File: config.mk
export PLATFORM = sky130hd
export DESIGN_NAME = p_position_loop_deadzone_dither_unit
export DESIGN_NICKNAME = d
export VERILOG_FILES = /design/src/sv/ppdd_pkg.sv /design/src/sv/ppdd_cfg_regs.sv /design/src/sv/p_position_loop_deadzone_dither_unit.sv
export SDC_FILE = /design/constraint.sdc
export NUM_CORES = 2
export LEC_CHECK = 0
export BUFFER_PORTS_ARGS = -buffer_cell sky130_fd_sc_hd__buf_2
export CAP_MARGIN = 40
export CORE_MARGIN = 4
export CORE_UTILIZATION = 36
export CTS_CLUSTER_DIAMETER = 100
export DETAILED_ROUTE_END_ITERATION = 8
export HOLD_SLACK_MARGIN = 0.03
export PLACE_DENSITY = 0.52
export RECOVER_POWER = 100
export SYNTH_ARGS = -nofsm -noshare
export SYNTH_HDL_FRONTEND = slang
export SYNTH_SLANG_ARGS = --single-unit
File: constraint.sdc
create_clock -name clk -period 32.4 [get_ports clk]
set_clock_uncertainty 0.2 [all_clocks]
set_input_delay 1.62 -clock clk [delete_from_list [all_inputs] [get_ports clk]]
set_output_delay 1.62 -clock clk [all_outputs]
set_load 0.1 [all_outputs]
File: src/sv/ppdd_pkg.sv
`timescale 1ns / 1ps
// Shared types and constants for the position loop with deadzone and dither.
// No dependencies.
package ppdd_pkg;

    localparam int COUNT_WIDTH = 32;

    localparam int GAIN_W = 24;
    localparam int PWM_W  = 15;
    localparam int TICK_W = 16;
    localparam int STEP_W = 16;
    localparam int REF_W  = 17;
    localparam int VEL_W  = 16;
    localparam int DRV_W  = 16;
    localparam int DIR_W  = 2;
    localparam int CFG_INDEX_W = 4;
    localparam int CFG_DATA_W  = 24;

    localparam logic [DIR_W-1:0] DIR_STOP = 2'd0;
    localparam logic [DIR_W-1:0] DIR_FWD  = 2'd1;
    localparam logic [DIR_W-1:0] DIR_BWD  = 2'd2;

    localparam logic [2:0] PHASE_FIRST = 3'd0;
    localparam logic [2:0] PHASE_POS   = 3'd1;
    localparam logic [2:0] PHASE_NEG   = 3'd3;
    localparam logic [2:0] PHASE_LAST  = 3'd4;

    typedef enum logic [CFG_INDEX_W-1:0] {
        REG_GAIN_Q16        = 4'd0,
        REG_DEADZONE_FWD    = 4'd1,
        REG_DEADZONE_BWD    = 4'd2,
        REG_DITHER_AMPL     = 4'd3,
        REG_MAX_PWM         = 4'd4,
        REG_STEP_TICKS      = 4'd5,
        REG_STEP_COUNTS     = 4'd6,
        REG_DEADBAND_COUNTS = 4'd7
    } cfg_index_t;

    typedef struct packed {
        logic [GAIN_W-1:0] gain_q16;
        logic [PWM_W-1:0]  deadzone_fwd;
        logic [PWM_W-1:0]  deadzone_bwd;
        logic [PWM_W-1:0]  dither_amplitude;
        logic [PWM_W-1:0]  max_pwm;
        logic [TICK_W-1:0] step_ticks;
        logic [STEP_W-1:0] step_counts;
        logic [STEP_W-1:0] deadband_counts;
    } cfg_t;

endpackage

File: src/sv/ppdd_cfg_regs.sv
`timescale 1ns / 1ps
// Configuration register file of the position loop.
// Depends on ppdd_pkg.
module ppdd_cfg_regs
    import ppdd_pkg::*;
(
    input  logic                   clk,
    input  logic                   rst_n,
    input  logic                   cfg_valid,
    output logic                   cfg_ready,
    input  logic [CFG_INDEX_W-1:0] cfg_index,
    input  logic [CFG_DATA_W-1:0]  cfg_data,
    output cfg_t                   cfg
);

    cfg_t cfg_reg;

    assign cfg_ready = 1'b1;
    assign cfg       = cfg_reg;

    always_ff @(posedge clk or negedge rst_n)
    begin
        if (!rst_n)
        begin
            cfg_reg.gain_q16         <= GAIN_W'(132458);
            cfg_reg.deadzone_fwd     <= PWM_W'(1500);
            cfg_reg.deadzone_bwd     <= PWM_W'(1500);
            cfg_reg.dither_amplitude <= PWM_W'(467);
            cfg_reg.max_pwm          <= PWM_W'(5000);
            cfg_reg.step_ticks       <= TICK_W'(1000);
            cfg_reg.step_counts      <= STEP_W'(1319);
            cfg_reg.deadband_counts  <= STEP_W'(2);
        end
        else if (cfg_valid)
        begin
            unique case (cfg_index)
                REG_GAIN_Q16:        cfg_reg.gain_q16         <= cfg_data[GAIN_W-1:0];
                REG_DEADZONE_FWD:    cfg_reg.deadzone_fwd     <= cfg_data[PWM_W-1:0];
                REG_DEADZONE_BWD:    cfg_reg.deadzone_bwd     <= cfg_data[PWM_W-1:0];
                REG_DITHER_AMPL:     cfg_reg.dither_amplitude <= cfg_data[PWM_W-1:0];
                REG_MAX_PWM:         cfg_reg.max_pwm          <= cfg_data[PWM_W-1:0];
                REG_STEP_TICKS:      cfg_reg.step_ticks       <= cfg_data[TICK_W-1:0];
                REG_STEP_COUNTS:     cfg_reg.step_counts      <= cfg_data[STEP_W-1:0];
                REG_DEADBAND_COUNTS: cfg_reg.deadband_counts  <= cfg_data[STEP_W-1:0];
                default:             ;
            endcase
        end
    end

endmodule

File: src/sv/p_position_loop_deadzone_dither_unit.sv
`timescale 1ns / 1ps
// Proportional position loop with deadzone compensation and square dither.
// Four-stage pipeline (capture, error/velocity, multiply/saturate, deadzone/dither);
// one request per cycle, each stage stalls only when the one after it is full.
// Reset clears the sequencer, previous count, dither flag and all stage valids;
// configuration returns to its default values. Depends on ppdd_pkg, ppdd_cfg_regs.
module p_position_loop_deadzone_dither_unit
    import ppdd_pkg::*;
(
    input  logic                     clk,
    input  logic                     rst_n,
    input  logic                     in_valid,
    output logic                     in_ready,
    input  logic signed [31:0]       encoder_count,
    output logic                     out_valid,
    input  logic                     out_ready,
    output logic [PWM_W-1:0]         pwm_duty,
    output logic [DIR_W-1:0]         direction,
    output logic signed [REF_W-1:0]  reference_counts,
    output logic signed [VEL_W-1:0]  velocity_counts,
    output logic signed [DRV_W-1:0]  ideal_drive,
    input  logic                     cfg_valid,
    output logic                     cfg_ready,
    input  logic [CFG_INDEX_W-1:0]   cfg_index,
    input  logic [CFG_DATA_W-1:0]    cfg_data
);

    localparam int CW    = COUNT_WIDTH;
    localparam int ERR_W = ((CW > REF_W) ? CW : REF_W) + 1;
    localparam int MUL_W = (ERR_W > 32) ? 32 : ERR_W;
    localparam int SHR_W = MUL_W + GAIN_W - 16;
    localparam int FIN_W = 18;

    cfg_t cfg;

    ppdd_cfg_regs u_cfg (
        .clk       (clk),
        .rst_n     (rst_n),
        .cfg_valid (cfg_valid),
        .cfg_ready (cfg_ready),
        .cfg_index (cfg_index),
        .cfg_data  (cfg_data),
        .cfg       (cfg)
    );

    function automatic logic signed [FIN_W-1:0] clamp_sym(
        input logic signed [FIN_W-1:0] v,
        input logic [PWM_W-1:0]        lim
    );
        logic signed [FIN_W-1:0] hi;
        logic signed [FIN_W-1:0] lo;
        hi = $signed(FIN_W'(lim));
        lo = -hi;
        if (v > hi)
            clamp_sym = hi;
        else if (v < lo)
            clamp_sym = lo;
        else
            clamp_sym = v;
    endfunction

    // Handshake across stages
    logic v1_reg, v2_reg, v3_reg, v4_reg;
    logic rdy1, rdy2, rdy3, rdy4;
    logic in_fire;

    assign rdy4     = !v4_reg || out_ready;
    assign rdy3     = !v3_reg || rdy4;
    assign rdy2     = !v2_reg || rdy3;
    assign rdy1     = !v1_reg || rdy2;
    assign in_ready = rdy1;
    assign in_fire  = in_valid && in_ready;

    // Stage 1: sequencer and capture
    logic [TICK_W-1:0]       tick_reg, tick_inc, tick_next;
    logic [2:0]              phase_reg, phase_next;
    logic signed [CW-1:0]    prev_reg;
    logic signed [CW-1:0]    count_in;
    logic signed [REF_W-1:0] ref_next;

    logic signed [CW-1:0]    s1_count_reg, s1_prev_reg;
    logic signed [REF_W-1:0] s1_ref_reg;

    assign count_in = encoder_count[CW-1:0];
    assign tick_inc = tick_reg + 1'b1;

    always_comb
    begin
        tick_next  = tick_inc;
        phase_next = phase_reg;
        if (tick_inc >= cfg.step_ticks)
        begin
            tick_next  = '0;
            phase_next = (phase_reg >= PHASE_LAST) ? PHASE_FIRST : phase_reg + 3'd1;
        end
        priority if (phase_next == PHASE_POS)
            ref_next = $signed({1'b0, cfg.step_counts});
        else if (phase_next == PHASE_NEG)
            ref_next = -$signed({1'b0, cfg.step_counts});
        else
            ref_next = '0;
    end

    always_ff @(posedge clk or negedge rst_n)
    begin
        if (!rst_n)
        begin
            tick_reg  <= '0;
            phase_reg <= '0;
            prev_reg  <= '0;
        end
        else if (in_fire)
        begin
            tick_reg  <= tick_next;
            phase_reg <= phase_next;
            prev_reg  <= count_in;
        end
    end

    always_ff @(posedge clk)
    begin
        if (in_fire)
        begin
            s1_count_reg <= count_in;
            s1_prev_reg  <= prev_reg;
            s1_ref_reg   <= ref_next;
        end
    end

    // Stage 2: velocity, error magnitude, deadband
    logic signed [CW:0]      diff;
    logic signed [VEL_W-1:0] vel_next;
    logic signed [ERR_W-1:0] err;
    logic [ERR_W-1:0]        err_mag;
    logic [MUL_W-1:0]        mag_next;
    logic                    band_next;

    logic signed [VEL_W-1:0] s2_vel_reg;
    logic signed [REF_W-1:0] s2_ref_reg;
    logic [MUL_W-1:0]        s2_mag_reg;
    logic                    s2_neg_reg, s2_band_reg;

    assign diff = (CW+1)'(s1_count_reg) - (CW+1)'(s1_prev_reg);

    always_comb
    begin
        if (diff > (CW+1)'(32767))
            vel_next = VEL_W'(32767);
        else if (diff < -(CW+1)'(32767))
            vel_next = VEL_W'(-32768);
        else
            vel_next = diff[VEL_W-1:0];
        err       = ERR_W'(s1_ref_reg) - ERR_W'(s1_count_reg);
        err_mag   = err[ERR_W-1] ? ERR_W'(-err) : ERR_W'(err);
        // Above the multiplier width the product saturates whenever gain is nonzero.
        mag_next  = (err_mag > ERR_W'({MUL_W{1'b1}})) ? {MUL_W{1'b1}} : err_mag[MUL_W-1:0];
        band_next = err_mag < ERR_W'(cfg.deadband_counts);
    end

    always_ff @(posedge clk)
    begin
        if (rdy2 && v1_reg)
        begin
            s2_vel_reg  <= vel_next;
            s2_ref_reg  <= s1_ref_reg;
            s2_mag_reg  <= mag_next;
            s2_neg_reg  <= err[ERR_W-1];
            s2_band_reg <= band_next;
        end
    end

    // Stage 3: gain multiply and saturation
    logic [MUL_W+GAIN_W-1:0] prod;
    logic [SHR_W-1:0]        prod_shr;
    logic [PWM_W-1:0]        drv_mag;
    logic signed [DRV_W-1:0] drive_next;

    logic signed [VEL_W-1:0] s3_vel_reg;
    logic signed [REF_W-1:0] s3_ref_reg;
    logic signed [DRV_W-1:0] s3_drive_reg;

    always_comb
    begin
        prod     = (MUL_W+GAIN_W)'(s2_mag_reg) * (MUL_W+GAIN_W)'(cfg.gain_q16);
        prod_shr = prod[MUL_W+GAIN_W-1:16];
        if (s2_band_reg)
            drv_mag = '0;
        else if (prod_shr > SHR_W'(cfg.max_pwm))
            drv_mag = cfg.max_pwm;
        else
            drv_mag = prod_shr[PWM_W-1:0];
        drive_next = s2_neg_reg ? -$signed({1'b0, drv_mag}) : $signed({1'b0, drv_mag});
    end

    always_ff @(posedge clk)
    begin
        if (rdy3 && v2_reg)
        begin
            s3_vel_reg   <= s2_vel_reg;
            s3_ref_reg   <= s2_ref_reg;
            s3_drive_reg <= drive_next;
        end
    end

    // Stage 4: deadzone, dither, direction
    logic                    dither_reg, dither_next;
    logic signed [FIN_W-1:0] drv_ext, dz, fin;
    logic [FIN_W-1:0]        fin_mag;
    logic                    s4_load;

    logic [PWM_W-1:0]        pwm_reg;
    logic [DIR_W-1:0]        dir_reg;
    logic signed [REF_W-1:0] ref_out_reg;
    logic signed [VEL_W-1:0] vel_out_reg;
    logic signed [DRV_W-1:0] drv_out_reg;

    assign s4_load = rdy4 && v3_reg;

    always_comb
    begin
        drv_ext     = FIN_W'(s3_drive_reg);
        dither_next = dither_reg;
        fin         = drv_ext;
        if (s3_drive_reg > 0)
            dz = clamp_sym(drv_ext + $signed(FIN_W'(cfg.deadzone_fwd)), cfg.max_pwm);
        else
            dz = clamp_sym(drv_ext - $signed(FIN_W'(cfg.deadzone_bwd)), cfg.max_pwm);
        if (s3_drive_reg != 0)
        begin
            dither_next = !dither_reg;
            if (dither_next)
                fin = clamp_sym(dz + $signed(FIN_W'(cfg.dither_amplitude)), cfg.max_pwm);
            else
                fin = clamp_sym(dz - $signed(FIN_W'(cfg.dither_amplitude)), cfg.max_pwm);
        end
        fin_mag = fin[FIN_W-1] ? FIN_W'(-fin) : FIN_W'(fin);
    end

    always_ff @(posedge clk or negedge rst_n)
    begin
        if (!rst_n)
            dither_reg <= 1'b0;
        else if (s4_load)
            dither_reg <= dither_next;
    end

    always_ff @(posedge clk)
    begin
        if (s4_load)
        begin
            pwm_reg     <= fin_mag[PWM_W-1:0];
            ref_out_reg <= s3_ref_reg;
            vel_out_reg <= s3_vel_reg;
            drv_out_reg <= s3_drive_reg;
            if (fin > 0)
                dir_reg <= DIR_FWD;
            else if (fin < 0)
                dir_reg <= DIR_BWD;
            else
                dir_reg <= DIR_STOP;
        end
    end

    always_ff @(posedge clk or negedge rst_n)
    begin
        if (!rst_n)
        begin
            v1_reg <= 1'b0;
            v2_reg <= 1'b0;
            v3_reg <= 1'b0;
            v4_reg <= 1'b0;
        end
        else
        begin
            if (rdy1)
                v1_reg <= in_valid;
            if (rdy2)
                v2_reg <= v1_reg;
            if (rdy3)
                v3_reg <= v2_reg;
            if (rdy4)
                v4_reg <= v3_reg;
        end
    end

    assign out_valid        = v4_reg;
    assign pwm_duty         = pwm_reg;
    assign direction        = dir_reg;
    assign reference_counts = ref_out_reg;
    assign velocity_counts  = vel_out_reg;
    assign ideal_drive      = drv_out_reg;

endmodule

==> metrics.txt <==
Post-DRT Antenna Nets 0; EDFF count, synth 263; die width between 400 and 500 µm; Top FF cell, synth edfxtp_1; vias per cell approximately 5.3; worst slew pin tran 6.139 ns; crit path kind flop to flop; Yosys reg bits 451; setup TNS 0 ns; GP Congestion about 0.97; final number of max-transition violations approximately 610; Die ar. 160300 µm²; placed cells 7959; Fin. Hold Viols 0; CTS tree done; nets@finish 7200; HP Class flop to flop; Worst-path clk slew ~0.060 ns; Mapped Area ~55000 µm²; Max-slew headroom -309.2%; via count 42830; outcome finished with violations; Setup Buffers After CTS 0; CP max FO 33; Layout area overhead 8.635%; crit share post-route around 43%; initial antenna violation count 12; clk_lat worst skew 0.67 ns; Worst Path Required 32.59 ns; critical path arrival 14.19 ns; starting density of the core 36.37%; first-pass GRT wire length about 270000 µm; H-tree depth 2; largest stage delay on the critical path 1.53 ns; # setup viols final 0; number of top-level pins ~130; CP most frequent cell fa_1; min Tclk post-route 14.00 ns; vias in the first global route ~44000; synthesized instance count between 5000 and 6000; RSZ-0062 raised after global routing false; post-detail-place hpwl about 130000 µm; Root Driver clkbuf_16; Critical Path Start Type flop; layout cell share with drive strength beyond 1 7.087%; GRT Overall Usage a little over a fifth; Avg Cell Area, Syn 9.316 µm²; max frequency roughly 70 MHz; Post-Layout Cell Count just over 8000; PortBufs 132; Fill cells 15480; max-cap viol count 13; Yosys warnings 0; Crit-path slowest cell dfstp_1; Die Height roughly 400 µm; Core Region 152400 µm²; asr flop ratio synth a little over two fifths; Hold Buf Count CTS 0; first-iteration detailed-routing DRC count 3223; DRT Pass-1 Iters 6; aggregate global routing overflow 0; row cnt 143; Seq/Total Area, Yosys 22.83%; count of cell types in the netlist 114; post_cts resized 0; DR DRC count 0; Sink Count between 400 and 500; maximum number of pins on one net before global-route repair 94; Num CTS Buffers 58; crit end category flop; Max clock buf depth 3; Syn Nets slightly above 7000; Largest register FFs between 100 and 150; routed len/inst 21.63 µm; failing checks capacitance limit, slew limit; final WL 174600 µm
[logic make-up (layout without fill, tap and decap cells)]
family                     count (synthesis)  in the layout  synth area share (%)
adders and majority gates               1146           1146                 34.84
AOI/OAI and AO/OA                        935            935                 11.40
buffers and inverters                   1231           1319                 8.413
and+or+nand+nor                         1830           1830                 16.28
DFF                                      451            451                 22.83
muxes                                    138            138                 2.740
other                                      1              4              0.006764
xor gates and xnor gates                 219            219                 3.485
[layer usage]
layer,vias up,global-route usage [%],share of wire (%)
met4,0,5.249,2.8
met1,21700,29.98,45
met5,-,0,0
met3,241,3.141,6.0
met2,1315,35.61,47
li1,19570,-,-
[path summary, 6_finish.rpt]
kind                                start              end  slack, ns  depth (start not counted)
max                        u_cfg.cfg[113]  s3_drive_reg[4]      18.40                         39
min                         s2_vel_reg[0]    s3_vel_reg[0]       0.22                          0
max reg2reg                u_cfg.cfg[113]  s3_drive_reg[4]      18.40                         39
min reg2reg                 s2_vel_reg[0]    s3_vel_reg[0]       0.22                          0
max in group asynchronous           rst_n   u_cfg.cfg[131]      23.25                          2
min in group asynchronous           rst_n     prev_reg[21]       3.01                          1
[final cells by class]
cell class	instances	area, µm²	area share, %
well taps	2030	2540	4.217
diodes	3	7.507	0.01246
inverters	984	3695	6.135
multi-input cells	4269	38060	63.20
repair buffers	225	1269	2.107
clock inverters	42	475.5	0.7894
clock buffers	68	1519	2.522
flip-flops and latches	451	12660	21.02
[layout by cell type, fill, tap and decap left out, types with 44 or more instances in the layout]
cell,instances
inv_1,979
nand2_1,753
fa_1,663
ha_1,483
and2_1,383
edfxtp_1,263
a21oi_1,216
o21ai_0,211
nor2_1,207
xnor2_1,161
dfrtp_1,141
clkbuf_1,124
mux2_2,98
a21o_1,97
nor3_1,81
nand3_1,81
nand2b_1,67
buf_4,60
clkbuf_16,58
xor2_1,57
o21a_1,49
nor2b_1,46
dfstp_2,44
[worst max-delay path: cells and delay by family, from the launching register on]
family	cells	cell delay, ns
adder cells (fa/ha/maj)	10	4.73
AND/OR/NAND/NOR	9	1.89
flip-flops	1	1.53
AO/OA/AOI/OAI	11	2.69
multiplexers	1	0.22
XOR/XNOR	2	0.94
buffers and inverters	6	1.49
[stage by stage]
step | worst slack [ns] | cell area [µm²] | utilization [%] | hold slack [ns]
2_1_floorplan | 22.17 | 55440 | - | 0.2003
3_3_place_gp | 20.08 | 58260 | 38.22 | 0.2023
3_5_place_dp | 20.16 | 58550 | 38.41 | 0.2045
4_1_cts | 20.06 | 60550 | 39.72 | 0.2197
5_1_grt | 17.61 | 60220 | 39.51 | 0.2242
6_report | 18.40 | 60230 | 39.51 | 0.2224
[Yosys cell counts (19+ instances only)]
cell type | n | area share [%]
a21oi_1 | 215 | 1.9
nor4_1 | 30 | 0.34
nand4_1 | 39 | 0.44
nor2b_1 | 46 | 0.52
nand3_1 | 81 | 0.73
nand2_1 | 754 | 5.1
o21ai_1 | 28 | 0.25
a31oi_1 | 35 | 0.39
nor3_1 | 80 | 0.72
o21a_1 | 49 | 0.66
a21o_1 | 97 | 1.3
dfrtp_1 | 143 | 6.5
mux2i_1 | 37 | 0.67
fa_1 | 663 | 24
a211o_1 | 19 | 0.30
clkbuf_1 | 221 | 1.5
a211oi_1 | 30 | 0.41
xnor2_1 | 161 | 2.5
o21ai_0 | 200 | 1.8
xor2_1 | 57 | 0.90
nand2b_1 | 67 | 0.76
nor2_1 | 207 | 1.4
dfstp_2 | 45 | 2.1
o21bai_1 | 21 | 0.28
mux2_2 | 98 | 2.0
o31ai_1 | 19 | 0.26
inv_1 | 980 | 6.6
edfxtp_1 | 263 | 14
and3_1 | 33 | 0.37
or3_1 | 26 | 0.29
and2_1 | 386 | 4.4
o211ai_1 | 32 | 0.43
ha_1 | 483 | 11
Power is not shown: default switching activity piles up to over one toggle a cycle in this logic, so the estimate is an artifact.
